===== config.mk =====
export PLATFORM = sky130hd
export DESIGN_NAME = ih_newton_step
export DESIGN_NICKNAME = d
export VERILOG_FILES = /design/src/rtl/core/ih_pkg.sv /design/src/rtl/core/ih_newton_step.sv
export SDC_FILE = /design/constraint.sdc
export NUM_CORES = 2
export LEC_CHECK = 0
export BUFFER_PORTS_ARGS = -buffer_cell sky130_fd_sc_hd__buf_2
export CORE_ASPECT_RATIO = 1.75
export CORE_MARGIN = 2
export CORE_UTILIZATION = 55
export CTS_CLUSTER_SIZE = 8
export DETAILED_ROUTE_END_ITERATION = 8
export PLACE_DENSITY = 0.74
export SETUP_SLACK_MARGIN = 0.4
export SLEW_MARGIN = 10
export SYNTH_ARGS = -nofsm -noshare
export SYNTH_HDL_FRONTEND = slang
export SYNTH_SLANG_ARGS = --single-unit

===== constraint.sdc =====
create_clock -name i_clk -period 2.93 [get_ports i_clk]
set_input_delay 0.293 -clock i_clk [delete_from_list [all_inputs] [get_ports i_clk]]
set_output_delay 0.293 -clock i_clk [all_outputs]
set_load 0.02 [all_outputs]

===== src/rtl/core/ih_pkg.sv =====
// shared constants for the integer hypotenuse core
// no dependencies
`timescale 1ns / 1ps
`default_nettype none
package ih_pkg;
    localparam int COORD_W      = 16;              // input coordinate width
    localparam int MAG_W        = COORD_W + 1;     // magnitude of -32768 needs one more bit
    localparam int SQ_W         = 2 * COORD_W - 1; // one square is at most 2^30
    localparam int DD_W         = 2 * COORD_W;     // sum of squares is at most 2^31
    localparam int ROOT_W       = 16;              // estimate width
    localparam int QUO_W        = ROOT_W + 1;      // quotient bits per newton step
    localparam int REFINE_STEPS = 3;               // default newton step count
endpackage
`default_nettype wire


===== src/rtl/core/ih_newton_step.sv =====
// one pipelined newton step r = (dd / r + r) >> 1, one quotient bit per stage
// depends on ih_pkg
`timescale 1ns / 1ps
`default_nettype none
module ih_newton_step (
    input  wire logic                        i_clk,
    input  wire logic                        i_rst_n,
    input  wire logic                        i_en,
    input  wire logic                        i_valid,
    input  wire logic [ih_pkg::DD_W-1:0]     i_dd,
    input  wire logic [ih_pkg::ROOT_W-1:0]   i_root,
    input  wire logic                        i_zero,
    output logic                             o_valid,
    output logic [ih_pkg::DD_W-1:0]          o_dd,
    output logic [ih_pkg::ROOT_W-1:0]        o_root,
    output logic                             o_zero
);
    localparam int NQ = ih_pkg::QUO_W;
    localparam int RW = ih_pkg::ROOT_W;
    localparam int DW = ih_pkg::DD_W;

    logic          w_valid [0:NQ];
    logic [DW-1:0] w_dd    [0:NQ];
    logic [RW-1:0] w_root  [0:NQ];
    logic          w_zero  [0:NQ];
    logic [RW-1:0] w_rem   [0:NQ];
    logic [NQ-1:0] w_quo   [0:NQ];

    // dd < root * 2^NQ, so the top bits already sit below the divisor
    assign w_valid[0] = i_valid;
    assign w_dd[0]    = i_dd;
    assign w_root[0]  = i_root;
    assign w_zero[0]  = i_zero;
    assign w_rem[0]   = RW'(i_dd[DW-1:NQ]);
    assign w_quo[0]   = '0;

    for (genvar g = 0; g < NQ; g++) begin : g_div
        logic          r_valid;
        logic [DW-1:0] r_dd;
        logic [RW-1:0] r_root;
        logic          r_zero;
        logic [RW-1:0] r_rem;
        logic [NQ-1:0] r_quo;
        logic [RW:0]   w_trial;
        logic [RW:0]   w_diff;
        logic          w_ge;

        assign w_trial = {w_rem[g], w_dd[g][NQ-1-g]};
        assign w_diff  = w_trial - {1'b0, w_root[g]};
        assign w_ge    = w_trial >= {1'b0, w_root[g]};

        always_ff @(posedge i_clk) begin
            if (!i_rst_n) begin
                r_valid <= 1'b0;
            end else if (i_en) begin
                r_valid <= w_valid[g];
            end
        end

        always_ff @(posedge i_clk) begin
            if (i_en) begin
                r_dd   <= w_dd[g];
                r_root <= w_root[g];
                r_zero <= w_zero[g];
                r_rem  <= w_ge ? w_diff[RW-1:0] : w_trial[RW-1:0];
                r_quo  <= {w_quo[g][NQ-2:0], w_ge};
            end
        end

        assign w_valid[g+1] = r_valid;
        assign w_dd[g+1]    = r_dd;
        assign w_root[g+1]  = r_root;
        assign w_zero[g+1]  = r_zero;
        assign w_rem[g+1]   = r_rem;
        assign w_quo[g+1]   = r_quo;
    end

    // average of quotient and old estimate
    logic [NQ:0] w_sum;
    assign w_sum = {1'b0, w_quo[NQ]} + (NQ+1)'(w_root[NQ]);

    always_ff @(posedge i_clk) begin
        if (!i_rst_n) begin
            o_valid <= 1'b0;
        end else if (i_en) begin
            o_valid <= w_valid[NQ];
        end
    end

    always_ff @(posedge i_clk) begin
        if (i_en) begin
            o_dd   <= w_dd[NQ];
            o_zero <= w_zero[NQ];
            o_root <= w_zero[NQ] ? '0 : w_sum[RW:1];
        end
    end
endmodule
`default_nettype wire

==> flow_summary.toml <==
[status]
outcome = "finished, violations left"
violations = "setup timing"

[clock_network]
ctsLongestPathBuffers = 3
worst_skew_pair.late_latency_ns = 0.79
cts_sinks = 1309
cts_made_buffers = 182
cts.reportedPaths.clkPinSlew_ns = 0.05
cts-htree-levels = 4
cts_root_buffer = "sky130_fd_sc_hd__clkbuf_16"
tritoncts = "yes"

[sta]
finalHoldViolations = 0
report.final.slew_viol_count = 0
grt_setup_unrepaired = "true"
fin_hold_ws_ns = 0.06620
clock_tree_skew_after_final_layout_ns = 0.05049
post-route-period-util_pct = 104.5
timing.final.ws_setup_ns = -0.1331
max_freq_mhz = 326.5
finalCriticalPeriod_ns = 3.063
worst_pin_slew_ns = 0.7405
setup_viol_count_final = 11
max_slew_margin_pct = 50.54

[logic_synthesis]
yosysWarningCount = 0
synth-edff-count = 1291
synth_sequential_area_ratio_pct = 70.01
synth.distinct_cells = 88
syn-mean-instance-area_um2 = 14.75
async_reset_ff_share_pct = 0
synth_top_flop_cell = "sky130_fd_sc_hd__edfxtp_1"
ys_seq_elements = 1309
synth_nets = 4146
syn_inst = 3789
synthesis.area_mm2 = 0.05589

[cells_and_area]
utilization_after_layout_pct = 71.33
diodes = 0
multiInputGateArea_mm2 = 0.01893
nNetsFinal = 4952
layout_cell_share_with_drive_strength_beyond_1_pct = 31.41
synthToLayoutAreaGrowth_pct = 28.63
postLayoutCellArea_mm2 = 0.07189
area.sequential_mm2 = 0.03913
num-fill-cells = 6119
highest_count_cells_in_the_layout_ignoring_fill_and_taps = "sky130_fd_sc_hd__edfxtp_1, sky130_fd_sc_hd__buf_4, sky130_fd_sc_hd__inv_1"
mostFrequentLayoutCell = "sky130_fd_sc_hd__edfxtp_1"

[worst_setup_path]
crit_arrival_ns = 3.57
timing.critical_path.max_delay_family = "compound AO/OA/AOI/OAI gates"
setup.worst_path.end_class = "flop"
worst-r2r-cell-count = 11
crit_type = "flop to flop"
timing.critical_path.from_type = "flop"
timing.reg2reg.setup_slack_ns = -0.13
critical_path_required_ns = 3.43
worstPathMaxFanout = 2
rr_startpoint = "g_div[1].r_dd[14]"
path_buf_inv = 1
crit_path_top_delay_cell = "sky130_fd_sc_hd__edfxtp_1"
sequence_of_cells_on_the_critical_path = "inv_2, ha_4, fa_2, nor2b_2, o31a_1, o41a_1, a221oi_4, o21ai_2, a31oi_1, xor2_1, o21ai_1"
r2r_end = "g_div[2].r_rem[14]"
cp_slowest_stage_delay_ns = 0.50

[die]
initial_core_util_pct = 55.46
chipWidth_um = 245.0
io_pins = 103
floorplan.core_area_mm2 = 0.1008
core.rowCount = 154
die_h_um = 425.7
die_area_mm2 = 0.1043

[power_and_ir_drop]
standby_leakage_power_nw = 27.98
power.density_cell_area_mw_per_mm2 = 1034
max-vdd-ir-drop_v = 0.0007648

[drt]
wl_per_cell_um = 20.82
detailedRoute.firstIterationViolations = 1723
vias = 33483
post_drt_via_cell_ratio = 5.635
antenna_violating_nets_remaining = 0
route.detailed.drc = 0
dr.pass1.iters = 5
finalWirelength_mm = 123.7

[placement]
placement.io_buffers = 102
preCtsSetupSlack_ns = -0.1672
detailed_place_hpwl_mm = 78.29
gp_routability_congestion = 0.9162
placed_inst_area_mm2 = 0.06064

[global_route]
antenna_found_initial = 0
grt_overflow_total = 0
grt_pass1_vias = 35417
wire_length_of_the_first_global_routing_pass_mm = 180.1
grt_start_max_net_pins = 85
grtUsageTotal_pct = 22.87

[worst_hold_path]
min-delay-start = "i_dd[16]"
min_delay_worst_endpoint = "g_div[0].r_rem[0]"
timing.hold.worst_path_depth = 4
hold_class = "primary input to flop"

[run]
cap_viol_max_count = 0
routing by layer:
metal	vias to the layer above	part of all wire [%]	GRT usage, %
met2	887	59	46.64
met3	529	3.0	3.955
met4	0	10	20.61
met5	-	0	0
li1	15721	-	-
met1	16346	28	17.10
area by class of cell:
cell class / instances / area share [%]
sequential: 1309 / 54.43
multi-input combinational: 2104 / 26.33
timing repair buffer: 662 / 8.344
clock buffer: 190 / 6.407
tap: 1326 / 2.308
inverter: 336 / 1.768
clock inverter: 15 / 0.4108
logic make-up after synthesis:
logic type | synth area share, %
and+or+nand+nor | 6.146
AOI/OAI and AO/OA | 8.628
DFF | 70.01
buffers and inverters | 2.684
adders and majority gates | 7.034
muxes | 2.548
xor gates and xnor gates | 2.946
worst reg2reg max path, delay by kind of cell (launching register included):
family	cells	cell delay (ns)
adder cells (fa/ha/maj)	2	0.36
flip-flops	1	0.50
buffers and inverters	1	0.13
XOR/XNOR	1	0.25
AO/OA/AOI/OAI	6	1.50
AND/OR/NAND/NOR	1	0.06
power breakdown:
| group | total, mW | switching [mW] | internal, mW |
|---|---|---|---|
| Clock | 18.3 | 7.32 | 11.0 |
| Combinational | 29.6 | 14.7 | 15.0 |
| Sequential | 26.4 | 1.66 | 24.7 |
stage by stage:
stage / power (mW) / TNS [ns] / cells
floorplan: 40.02 / 0 / 3789
global placement: 46.67 / -1.487 / 5466
detailed placement: 47.29 / -4.079 / 5466
CTS: 70.45 / -0.1098 / 5847
global route: 77.73 / -1.687 / 5942
finish: 74.37 / -0.3335 / 5942
cells in the mapped netlist (14+ instances only):
library cell	count	area, um^2
sky130_fd_sc_hd__clkbuf_1	22	82.58
sky130_fd_sc_hd__o31ai_1	22	165.2
sky130_fd_sc_hd__a31oi_1	23	143.9
sky130_fd_sc_hd__nand3_1	38	190.2
sky130_fd_sc_hd__mux2_2	86	968.4
sky130_fd_sc_hd__dfxtp_1	18	360.4
sky130_fd_sc_hd__nor2b_1	66	412.9
sky130_fd_sc_hd__nor2_1	204	765.7
sky130_fd_sc_hd__a21o_1	71	533.0
sky130_fd_sc_hd__mux2i_1	29	290.3
sky130_fd_sc_hd__fa_1	17	340.3
sky130_fd_sc_hd__inv_1	334	1254
sky130_fd_sc_hd__a211oi_1	19	142.6
sky130_fd_sc_hd__a21oi_1	225	1126
sky130_fd_sc_hd__nand2_1	205	769.5
sky130_fd_sc_hd__ha_1	287	3591
sky130_fd_sc_hd__nand2b_1	33	206.5
sky130_fd_sc_hd__nor3_1	51	255.2
sky130_fd_sc_hd__xor2_1	81	709.4
sky130_fd_sc_hd__o21ai_0	209	1046
sky130_fd_sc_hd__nand4_1	38	237.7
sky130_fd_sc_hd__xnor2_1	107	937.2
sky130_fd_sc_hd__edfxtp_1	1291	38770
sky130_fd_sc_hd__o31a_1	16	140.1
sky130_fd_sc_hd__nor4_1	15	93.84
sky130_fd_sc_hd__or3_1	14	87.58
sky130_fd_sc_hd__o21a_1	49	367.9
sky130_fd_sc_hd__and3_1	14	87.58
flip-flops by register name, summed over array words and instances, names as in the netlist:
name	cells
g_div.r_dd	544
g_div.r_root	272
g_div.r_rem	256
g_div.r_quo	153
o_dd	32
g_div.r_valid	17
g_div.r_zero	17
o_root	16
o_valid	1
o_zero	1
worst max path at each step:
stage | startpoint | to | depth (start not counted)
3_5_place_dp | g_div[9].r_dd[6] | g_div[10].r_rem[14] | 10
6_report | g_div[1].r_dd[14] | g_div[2].r_rem[14] | 11
5_1_grt | g_div[1].r_dd[14] | g_div[2].r_rem[12] | 12
2_1_floorplan | g_div[12].r_root[1] | g_div[13].r_rem[10] | 10
3_3_place_gp | g_div[1].r_dd[14] | g_div[2].r_rem[12] | 12
4_1_cts | g_div[1].r_dd[14] | g_div[2].r_rem[12] | 12
timing repair:
item | CTS | global route
gates cloned | 17 | 2
hold endpoints to repair | 91 | 0
setup endpoints to repair | 257 | 276
gates resized for setup | 497 | 434
hold buffers | 53 | 0
pin swaps | 168 | 190
setup buffers | 106 | 93
Note: power is estimated with default switching activity, not from simulation.
